**src/hw/rtl/avrb_pkg.sv**
```systemverilog
// Shared types, constants and the colour-wheel function for the VU bar meter.
// No dependencies; imported by every module of the block.
package avrb_pkg;

    localparam int CFG_W = 12;
    localparam int FALL_W = 7;
    localparam int HGT_W = 7;
    localparam int IDX_W = 6;
    localparam int COL_W = 8;
    localparam int CFG_IDX_W = 2;

    localparam logic [CFG_W-1:0] BASELINE_RST = 12'd2048;
    localparam logic [CFG_W-1:0] THRESHOLD_RST = 12'd60;
    localparam logic [CFG_W-1:0] FULL_SCALE_RST = 12'd600;
    localparam logic [FALL_W-1:0] FALL_STEP_RST = 7'd1;

    typedef enum logic [CFG_IDX_W-1:0] {
        CFG_BASELINE   = 2'd0,
        CFG_THRESHOLD  = 2'd1,
        CFG_FULL_SCALE = 2'd2,
        CFG_FALL_STEP  = 2'd3
    } t_cfg_idx;

    typedef struct packed {
        logic [CFG_W-1:0]  baseline;
        logic [CFG_W-1:0]  threshold;
        logic [CFG_W-1:0]  full_scale;
        logic [FALL_W-1:0] fall_step;
    } t_cfg;

    typedef struct packed {
        logic full;
        logic empty;
    } t_q_stat;

    typedef struct packed {
        logic [COL_W-1:0] red;
        logic [COL_W-1:0] green;
        logic [COL_W-1:0] blue;
    } t_rgb;

    typedef enum logic [1:0] {
        FS_IDLE,
        FS_PREP,
        FS_DIV,
        FS_PUSH
    } t_front_state;

    function automatic t_rgb wheel(input logic [COL_W-1:0] pos);
        logic [COL_W-1:0] p;
        logic [COL_W-1:0] q;
        logic [COL_W+1:0] t;
        t_rgb             c;
        p = 8'd255 - pos;
        priority if (p < 8'd85) begin
            t = 10'(p) * 10'd3;
            c.red = 8'd255 - t[COL_W-1:0];
            c.green = '0;
            c.blue = t[COL_W-1:0];
        end else if (p < 8'd170) begin
            q = p - 8'd85;
            t = 10'(q) * 10'd3;
            c.red = '0;
            c.green = t[COL_W-1:0];
            c.blue = 8'd255 - t[COL_W-1:0];
        end else begin
            q = p - 8'd170;
            t = 10'(q) * 10'd3;
            c.red = t[COL_W-1:0];
            c.green = 8'd255 - t[COL_W-1:0];
            c.blue = '0;
        end
        return c;
    endfunction

endpackage

```
**src/hw/rtl/avrb_front.sv**
```systemverilog
// Front end: takes a sample, smooths and gates it, divides to a lit count
// and updates the bar height. Depends on avrb_pkg.
module avrb_front #(
    parameter int LED_COUNT = 64,
    parameter int SAMPLE_BITS = 12
) (
    input  logic                      i_clk,
    input  logic                      i_rst_n,
    input  logic                      i_valid,
    output logic                      o_stall,
    input  logic [SAMPLE_BITS-1:0]    i_sample,
    input  avrb_pkg::t_cfg            i_cfg,
    input  avrb_pkg::t_q_stat         i_q_stat,
    output logic                      o_push,
    output logic [avrb_pkg::HGT_W-1:0] o_push_height
);
    import avrb_pkg::*;

    localparam int AW = (SAMPLE_BITS > CFG_W) ? SAMPLE_BITS : CFG_W;
    localparam int LW = $clog2(LED_COUNT + 1);
    localparam int DW = AW + LW;
    localparam int FW = CFG_W + LW;
    localparam int CW = (DW > FW) ? DW : FW;
    localparam int QB = $clog2(LED_COUNT);
    localparam int SW = (QB > 1) ? $clog2(QB) : 1;

    t_front_state r_state, n_state;
    logic [AW-1:0]    r_smooth;
    logic [CW-1:0]    r_rem;
    logic [CFG_W-1:0] r_fs;
    logic [QB-1:0]    r_quot;
    logic             r_clamp;
    logic [SW-1:0]    r_step;
    logic [HGT_W-1:0] r_height;

    logic             w_accept;
    logic [AW-1:0]    w_raw;
    logic [AW-1:0]    w_base;
    logic [AW-1:0]    w_amp;
    logic [AW+1:0]    w_sum;
    logic [AW-1:0]    w_thr;
    logic [AW-1:0]    w_level;
    logic [CW-1:0]    w_div;
    logic [CFG_W-1:0] w_fs;
    logic [CW-1:0]    w_top;
    logic [CW-1:0]    w_trial;
    logic             w_ge;
    logic [HGT_W-1:0] w_lit;
    logic [HGT_W-1:0] w_next_height;

    assign w_accept = i_valid && (r_state == FS_IDLE);

    assign w_raw = AW'(i_sample);
    assign w_base = AW'(i_cfg.baseline);
    assign w_amp = (w_raw >= w_base) ? (w_raw - w_base) : (w_base - w_raw);
    assign w_sum = {1'b0, r_smooth, 1'b0} + (AW+2)'(r_smooth) + (AW+2)'(w_amp);

    assign w_thr = AW'(i_cfg.threshold);
    assign w_level = (r_smooth > w_thr) ? (r_smooth - w_thr) : '0;
    assign w_div = CW'(w_level) * CW'(LED_COUNT);
    assign w_fs = (i_cfg.full_scale == '0) ? CFG_W'(1) : i_cfg.full_scale;
    assign w_top = CW'(w_fs) * CW'(LED_COUNT);

    assign w_trial = CW'(r_fs) << r_step;
    assign w_ge = (r_rem >= w_trial);

    assign w_lit = r_clamp ? HGT_W'(LED_COUNT) : HGT_W'(r_quot);

    always_comb begin
        if (w_lit > r_height) begin
            w_next_height = w_lit;
        end else if (r_height > i_cfg.fall_step) begin
            w_next_height = r_height - i_cfg.fall_step;
        end else begin
            w_next_height = '0;
        end
    end

    always_comb begin
        n_state = r_state;
        unique case (r_state)
            FS_IDLE: begin
                if (i_valid) begin
                    n_state = FS_PREP;
                end
            end
            FS_PREP: begin
                n_state = (w_div >= w_top) ? FS_PUSH : FS_DIV;
            end
            FS_DIV: begin
                if (r_step == '0) begin
                    n_state = FS_PUSH;
                end
            end
            FS_PUSH: begin
                if (!i_q_stat.full) begin
                    n_state = FS_IDLE;
                end
            end
            default: n_state = FS_IDLE;
        endcase
    end

    always_comb begin
        o_stall = (r_state != FS_IDLE);
        o_push = (r_state == FS_PUSH) && !i_q_stat.full;
        o_push_height = w_next_height;
    end

    always_ff @(posedge i_clk) begin
        if (!i_rst_n) begin
            r_state <= FS_IDLE;
            r_smooth <= '0;
            r_height <= '0;
        end else begin
            r_state <= n_state;
            if (w_accept) begin
                r_smooth <= w_sum[AW+1:2];
            end
            if (o_push) begin
                r_height <= w_next_height;
            end
        end
    end

    always_ff @(posedge i_clk) begin
        unique case (r_state)
            FS_PREP: begin
                r_rem <= w_div;
                r_fs <= w_fs;
                r_clamp <= (w_div >= w_top);
                r_quot <= '0;
                r_step <= SW'(QB - 1);
            end
            FS_DIV: begin
                if (w_ge) begin
                    r_rem <= r_rem - w_trial;
                end
                r_quot <= (r_quot << 1) | QB'(w_ge);
                r_step <= r_step - SW'(1);
            end
            default: begin
            end
        endcase
    end

endmodule

```
**src/hw/rtl/avrb_queue.sv**
```systemverilog
// Two-entry queue of bar heights between front and back end.
// Depends on avrb_pkg.
module avrb_queue (
    input  logic                       i_clk,
    input  logic                       i_rst_n,
    input  logic                       i_push,
    input  logic [avrb_pkg::HGT_W-1:0] i_height,
    input  logic                       i_pop,
    output logic [avrb_pkg::HGT_W-1:0] o_head,
    output avrb_pkg::t_q_stat          o_stat
);
    import avrb_pkg::*;

    logic [HGT_W-1:0] r_mem [2];
    logic             r_wr_ptr;
    logic             r_rd_ptr;
    logic [1:0]       r_count;

    always_ff @(posedge i_clk) begin
        if (!i_rst_n) begin
            r_wr_ptr <= 1'b0;
            r_rd_ptr <= 1'b0;
            r_count <= '0;
        end else begin
            if (i_push) begin
                r_wr_ptr <= !r_wr_ptr;
            end
            if (i_pop) begin
                r_rd_ptr <= !r_rd_ptr;
            end
            r_count <= r_count + 2'(i_push) - 2'(i_pop);
        end
    end

    always_ff @(posedge i_clk) begin
        if (i_push) begin
            r_mem[r_wr_ptr] <= i_height;
        end
    end

    assign o_head = r_mem[r_rd_ptr];
    assign o_stat.full = (r_count == 2'd2);
    assign o_stat.empty = (r_count == 2'd0);

endmodule

```
**src/hw/rtl/avrb_back.sv**
```systemverilog
// Back end: walks one frame of LEDs per queued bar height and drives the
// registered result channel. Depends on avrb_pkg.
module avrb_back #(
    parameter int LED_COUNT = 64
) (
    input  logic                       i_clk,
    input  logic                       i_rst_n,
    input  avrb_pkg::t_q_stat          i_q_stat,
    input  logic [avrb_pkg::HGT_W-1:0] i_height,
    output logic                       o_pop,
    output logic                       o_valid,
    input  logic                       i_stall,
    output logic [avrb_pkg::IDX_W-1:0] o_led_index,
    output logic [avrb_pkg::COL_W-1:0] o_red,
    output logic [avrb_pkg::COL_W-1:0] o_green,
    output logic [avrb_pkg::COL_W-1:0] o_blue,
    output logic [avrb_pkg::HGT_W-1:0] o_bar_height,
    output logic                       o_last
);
    import avrb_pkg::*;

    localparam int QB = $clog2(LED_COUNT);

    logic [COL_W-1:0] w_pos [LED_COUNT];
    logic [QB-1:0]    r_idx;
    logic             r_valid;
    logic             w_load;
    logic             w_end;
    logic             w_lit;
    t_rgb             w_rgb;

    for (genvar g = 0; g < LED_COUNT; g++) begin : g_pos
        localparam int POS = (g * 255) / (LED_COUNT - 1);
        assign w_pos[g] = COL_W'(POS);
    end

    assign w_load = !i_q_stat.empty && (!r_valid || !i_stall);
    assign w_end = (r_idx == QB'(LED_COUNT - 1));
    assign w_lit = (HGT_W'(r_idx) < i_height);
    assign w_rgb = w_lit ? wheel(w_pos[r_idx]) : '0;
    assign o_pop = w_load && w_end;
    assign o_valid = r_valid;

    always_ff @(posedge i_clk) begin
        if (!i_rst_n) begin
            r_valid <= 1'b0;
            r_idx <= '0;
        end else begin
            if (w_load) begin
                r_valid <= 1'b1;
                r_idx <= w_end ? '0 : r_idx + QB'(1);
            end else if (!i_stall) begin
                r_valid <= 1'b0;
            end
        end
    end

    always_ff @(posedge i_clk) begin
        if (w_load) begin
            o_led_index <= IDX_W'(r_idx);
            o_red <= w_rgb.red;
            o_green <= w_rgb.green;
            o_blue <= w_rgb.blue;
            o_bar_height <= i_height;
            o_last <= w_end;
        end
    end

endmodule

```
**src/hw/rtl/audio_vu_rainbow_bar_top.sv**
```systemverilog
// Audio VU rainbow bar meter. Each accepted sample gives one frame of
// LED_COUNT results, one per LED in index order, with last on the final LED.
// The front end does its smoothing and shift-subtract division for each
// sample, and a two-entry height queue lets it run ahead of the back end,
// which sends one LED per cycle from its output register while the receiver
// does not stall, so the back end's frame sets the sustained rate. Registers
// are to be written by the user through the cfg port (always ready) only
// while the block is idle; the block itself does not enforce this.
// Depends on avrb_pkg, avrb_front, avrb_queue and avrb_back.
module audio_vu_rainbow_bar_top #(
    parameter int LED_COUNT = 64,
    parameter int SAMPLE_BITS = 12
) (
    input  logic                           i_clk,
    input  logic                           i_rst_n,
    input  logic                           i_in_valid,
    output logic                           o_in_stall,
    input  logic [SAMPLE_BITS-1:0]         i_sample,
    input  logic                           i_cfg_valid,
    output logic                           o_cfg_ready,
    input  logic [avrb_pkg::CFG_IDX_W-1:0] i_cfg_index,
    input  logic [avrb_pkg::CFG_W-1:0]     i_cfg_data,
    output logic                           o_out_valid,
    input  logic                           i_out_stall,
    output logic [avrb_pkg::IDX_W-1:0]     o_led_index,
    output logic [avrb_pkg::COL_W-1:0]     o_red,
    output logic [avrb_pkg::COL_W-1:0]     o_green,
    output logic [avrb_pkg::COL_W-1:0]     o_blue,
    output logic [avrb_pkg::HGT_W-1:0]     o_bar_height,
    output logic                           o_last
);
    import avrb_pkg::*;

    t_cfg             r_cfg;
    t_q_stat          w_q_stat;
    logic             w_push;
    logic             w_pop;
    logic [HGT_W-1:0] w_push_height;
    logic [HGT_W-1:0] w_head;

    assign o_cfg_ready = 1'b1;

    always_ff @(posedge i_clk) begin
        if (!i_rst_n) begin
            r_cfg.baseline <= BASELINE_RST;
            r_cfg.threshold <= THRESHOLD_RST;
            r_cfg.full_scale <= FULL_SCALE_RST;
            r_cfg.fall_step <= FALL_STEP_RST;
        end else if (i_cfg_valid && o_cfg_ready) begin
            unique case (t_cfg_idx'(i_cfg_index))
                CFG_BASELINE:   r_cfg.baseline <= i_cfg_data;
                CFG_THRESHOLD:  r_cfg.threshold <= i_cfg_data;
                CFG_FULL_SCALE: r_cfg.full_scale <= i_cfg_data;
                CFG_FALL_STEP:  r_cfg.fall_step <= i_cfg_data[FALL_W-1:0];
                default: begin
                end
            endcase
        end
    end

    avrb_front #(
        .LED_COUNT   (LED_COUNT),
        .SAMPLE_BITS (SAMPLE_BITS)
    ) u_front (
        .i_clk         (i_clk),
        .i_rst_n       (i_rst_n),
        .i_valid       (i_in_valid),
        .o_stall       (o_in_stall),
        .i_sample      (i_sample),
        .i_cfg         (r_cfg),
        .i_q_stat      (w_q_stat),
        .o_push        (w_push),
        .o_push_height (w_push_height)
    );

    avrb_queue u_queue (
        .i_clk    (i_clk),
        .i_rst_n  (i_rst_n),
        .i_push   (w_push),
        .i_height (w_push_height),
        .i_pop    (w_pop),
        .o_head   (w_head),
        .o_stat   (w_q_stat)
    );

    avrb_back #(
        .LED_COUNT (LED_COUNT)
    ) u_back (
        .i_clk        (i_clk),
        .i_rst_n      (i_rst_n),
        .i_q_stat     (w_q_stat),
        .i_height     (w_head),
        .o_pop        (w_pop),
        .o_valid      (o_out_valid),
        .i_stall      (i_out_stall),
        .o_led_index  (o_led_index),
        .o_red        (o_red),
        .o_green      (o_green),
        .o_blue       (o_blue),
        .o_bar_height (o_bar_height),
        .o_last       (o_last)
    );

`ifndef SYNTHESIS
    a_accept_busy: assert property (@(posedge i_clk) disable iff (!i_rst_n)
        (i_in_valid && !o_in_stall) |=> o_in_stall)
        else $error("front took a second sample while busy");

    a_last_pos: assert property (@(posedge i_clk) disable iff (!i_rst_n)
        o_out_valid |-> (o_last == (o_led_index == IDX_W'(LED_COUNT - 1))))
        else $error("last flag not on final LED");

    a_dark_above: assert property (@(posedge i_clk) disable iff (!i_rst_n)
        (o_out_valid && (HGT_W'(o_led_index) >= o_bar_height))
            |-> (o_red == '0 && o_green == '0 && o_blue == '0))
        else $error("LED above bar is lit");

    a_height_max: assert property (@(posedge i_clk) disable iff (!i_rst_n)
        o_out_valid |-> (o_bar_height <= HGT_W'(LED_COUNT)))
        else $error("bar height beyond LED count");

    a_queue_sane: assert property (@(posedge i_clk) disable iff (!i_rst_n)
        !(w_q_stat.full && w_q_stat.empty) && !(w_push && w_q_stat.full))
        else $error("height queue overrun");
`endif

endmodule

```
**config.mk**
```make
export PLATFORM = sky130hd
export DESIGN_NAME = audio_vu_rainbow_bar_top
export DESIGN_NICKNAME = d
export VERILOG_FILES = /design/src/hw/rtl/avrb_pkg.sv /design/src/hw/rtl/avrb_front.sv /design/src/hw/rtl/avrb_queue.sv /design/src/hw/rtl/avrb_back.sv /design/src/hw/rtl/audio_vu_rainbow_bar_top.sv
export SDC_FILE = /design/constraint.sdc
export NUM_CORES = 1
export LEC_CHECK = 0
export BUFFER_PORTS_ARGS = -buffer_cell sky130_fd_sc_hd__buf_2
export CAP_MARGIN = 20
export CORE_MARGIN = 2
export CORE_UTILIZATION = 60
export CTS_BUF_LIST = sky130_fd_sc_hd__clkbuf_2 sky130_fd_sc_hd__clkbuf_4 sky130_fd_sc_hd__clkbuf_8
export CTS_CLUSTER_DIAMETER = 40
export CTS_CLUSTER_SIZE = 20
export DETAILED_ROUTE_END_ITERATION = 8
export GPL_ROUTABILITY_DRIVEN = 0
export PLACE_DENSITY_LB_ADDON = 0.12
export SLEW_MARGIN = 10
export SYNTH_ARGS = -nofsm -noshare
export SYNTH_HDL_FRONTEND = slang
export SYNTH_SLANG_ARGS = --single-unit
```
**constraint.sdc**
```tcl
create_clock -name i_clk -period 5.31 [get_ports i_clk]
set_input_delay 0.2655 -clock i_clk [delete_from_list [all_inputs] [get_ports i_clk]]
set_output_delay 0.2655 -clock i_clk [all_outputs]
set_load 0.01 [all_outputs]
```
==> flow_summary.ini <==
[worst_setup_path]
worstPathRequired_ns = 5.73
crit_fanout = 6
crit_path_end_kind = flop
cp-start-kind = flop
timing.reg2reg.setup_slack_ns = 0.60
cp.arrival_ns = 5.13
path_class = flop to flop

[floorplan]
io_pins = 72
core_area_um2 = 20400
dieWidth_um = 149
start_util_pct = 61.5
num_rows = 52
die_area_um2 = 22100
die_h_um = 149

[yosys]
ys_seq_area_share_pct = 34.3
synth_edf_count = 93
synth.distinct_cells = 87
synth_top_area_cell = edfxtp_1
synth-async-reset-ratio_pct = 0
syn_area_um2 = 12600
ys_ff_latch = 169
synth_top_area_share_pct = 22.2
synth_nets = 1572
avgSynthCellArea_um2 = 9.11
netlist_top_cells_count = ha_1 (142), inv_1 (136), nand2_1 (135)
netlist_instances = 1380
synthTopCellsByArea = edfxtp_1 (22%), ha_1 (14%), dfxtp_1 (12%)
synth.most_common_cell = ha_1
synth_top_flop_cell = edfxtp_1
yosysWarnings = 0

[placed_design]
dpl_cell_area_um2 = 13100
port_buffers = 70
dp_hpwl_um = 21100
place_inst = 1669

[power_and_ir_drop]
ir_drop_mv = 0.251
total_leakage_power_nw = 5.88
power_per_cell_area_nw_per_um2 = 511

[clock_network]
clock_latency_ns = 0.48
cts_made_buffers = 17
cts_tree = done
cts_resized = 0
clk_pin_slew_worst_paths_ns = 0.12
clock_path_buffers = 2
cts_setup_buffers = 0
ctsHoldBuffers = 0
clockRootBuffer = clkbuf_8
cts.htree.levels = 4
clkSinkCount = 169

[global_routing]
grt_pass1_vias = 9204
grt_overflow = 0
grt_max_degree = 42
grtUsageTotal_pct = 25.9
antenna_found_initial = 1
grt_pass1_wl_um = 45800

[finish]
syn_to_final_growth_pct = 7.52
finalInstanceArea_um2 = 13500
drive_above_1_share_pct = 11.0
fillCellCount = 1735
stdcell_count = 1702
nNetsFinal = 1610

[detailed_routing]
drc = 0
wl_per_cell_um = 16.2
drt_iter0_markers = 518
via_per_inst = 5.69
vias = 9692
drt-total-wl_um = 27500
final_antenna_net_count = 0
drtPass1Iterations = 7

[timing]
final-hold-violation-count = 0
finalSetupViolCount = 0
fin_crit_ns = 4.71
worst_pin_slew_ns = 0.968
skew_ns = 0.0198
timing.final.max_slew_violations = 0
setup_tns_ns = 0
clock.fmax_ghz = 0.212
rsz0062_at_grt = no
relSlewSlack_pct = 35.2
period_share_pct = 88.8

[worst_hold_path]
hp-class = primary input to flop

[run]
drv_cap = 0

[status]
status = complete, no violations
[placed cells by master, fill, tap and decap left out, types with 5 or more instances in the layout]
cell type	netlist	final
ha_1	142	142
inv_1	136	136
nand2_1	135	135
a21oi_1	124	124
nor2_1	93	93
edfxtp_1	93	93
dfxtp_1	76	76
buf_2	9	70
xnor2_1	53	53
mux2i_1	40	40
o21ai_0	31	31
a21o_1	30	30
nor2b_1	25	25
xor2_1	25	25
nand3_1	21	21
nor3_1	19	19
fa_1	19	19
o21a_1	17	17
nand2b_1	17	17
clkbuf_8	0	17
o211ai_1	15	15
a211oi_1	15	15
and2_1	14	14
o21bai_1	12	12
o21ai_1	11	11
mux2_2	11	11
nand4_1	10	10
and3_1	10	10
a31oi_1	10	10
buf_4	2	9
a31o_2	8	8
inv_2	7	7
a311oi_1	6	6
clkinv_8	0	6
or3_1	5	5
a22oi_1	5	5
[cell type report]
| type | count | area (um2) | area share [%] |
|---|---|---|---|
| Multi-Input combinational cell | 1007 | 7450 | 55.1 |
| Sequential cell | 169 | 4310 | 31.9 |
| Inverter | 144 | 541 | 4.00 |
| Timing Repair Buffer | 79 | 418 | 3.09 |
| Tap cell | 270 | 338 | 2.50 |
| Clock buffer | 17 | 234 | 1.73 |
| Clock inverter | 15 | 220 | 1.63 |
| Antenna cell | 1 | 2.50 | 0.0185 |
[final timing paths]
path | from | to | cells after the start
min reg2reg | r_cfg[16] | u_front.r_fs[9] | 0
max | r_cfg[31] | u_front.r_smooth[9] | 18
max reg2reg | r_cfg[31] | u_front.r_smooth[9] | 18
min | i_cfg_data[7] | r_cfg[14] | 3
[layer usage]
| metal | GRT usage, % | wire length [um] |
|---|---|---|
| met1 | 35.7 | 13000 |
| met2 | 42.4 | 12800 |
| met3 | 3.67 | 1130 |
| met4 | 8.05 | 601 |
| met5 | 0 | 0 |
[flip-flops by register name, indices dropped and copies added, names as in the netlist, named ones only]
signal / flops
r_cfg: 43
u_back.o_bar_height: 7
u_back.o_blue: 8
u_back.o_green: 8
u_back.o_last: 1
u_back.o_led_index: 6
u_back.o_red: 8
u_back.o_valid: 1
u_back.r_idx: 6
u_front.r_clamp: 1
u_front.r_fs: 12
u_front.r_height: 7
u_front.r_quot: 6
u_front.r_rem: 19
u_front.r_smooth: 12
u_front.r_state: 2
u_front.r_step: 3
u_queue.r_count: 2
u_queue.r_mem: 14
u_queue.r_rd_ptr: 1
u_queue.r_wr_ptr: 1
[logic make-up after synthesis]
| kind of cell | synth area share (%) |
|---|---|
| AND/OR/NAND/NOR | 13.9 |
| AO/OA/AOI/OAI | 18.0 |
| buffers and inverters | 6.42 |
| flip-flops | 34.3 |
| adder cells (fa/ha/maj) | 17.2 |
| XOR/XNOR | 5.65 |
| multiplexers | 4.56 |
| other | 0.0298 |
[metrics by stage]
step           worst slack, ns  hold WS [ns]  power (mW)  utilization [%]
6_report                 0.595        0.0533        6.90             66.2
5_1_grt                  0.292        0.0441        7.49             66.2
4_1_cts                  0.577        0.0440        6.91             66.2
3_5_place_dp             0.538         0.443        5.89             63.9
3_3_place_gp             0.641         0.437        5.82             63.9
2_1_floorplan            0.828         0.391        5.07                -
[critical path: stages (launching register included)]
cell,delay (ns)
dfxtp_1,0.38
ha_1,0.16
inv_1,0.06
fa_1,0.39
nand3_1,0.10
nand2_1,0.11
o2111ai_1,0.24
a32oi_2,0.23
mux2_1,0.39
fa_1,0.42
and3b_1,0.22
fa_1,0.42
a21o_1,0.19
a21o_1,0.20
a2111oi_0,0.52
o311ai_1,0.22
xnor2_1,0.18
nand2_1,0.07
a21oi_1,0.14
[where the power goes]
| group | switching, mW | total, mW | internal, mW |
|---|---|---|---|
| logic | 2.24 | 3.92 | 1.68 |
| registers | 0.193 | 1.98 | 1.78 |
| clock network | 0.625 | 1.01 | 0.386 |
No activity file was read; power rests on OpenSTA's default activity.
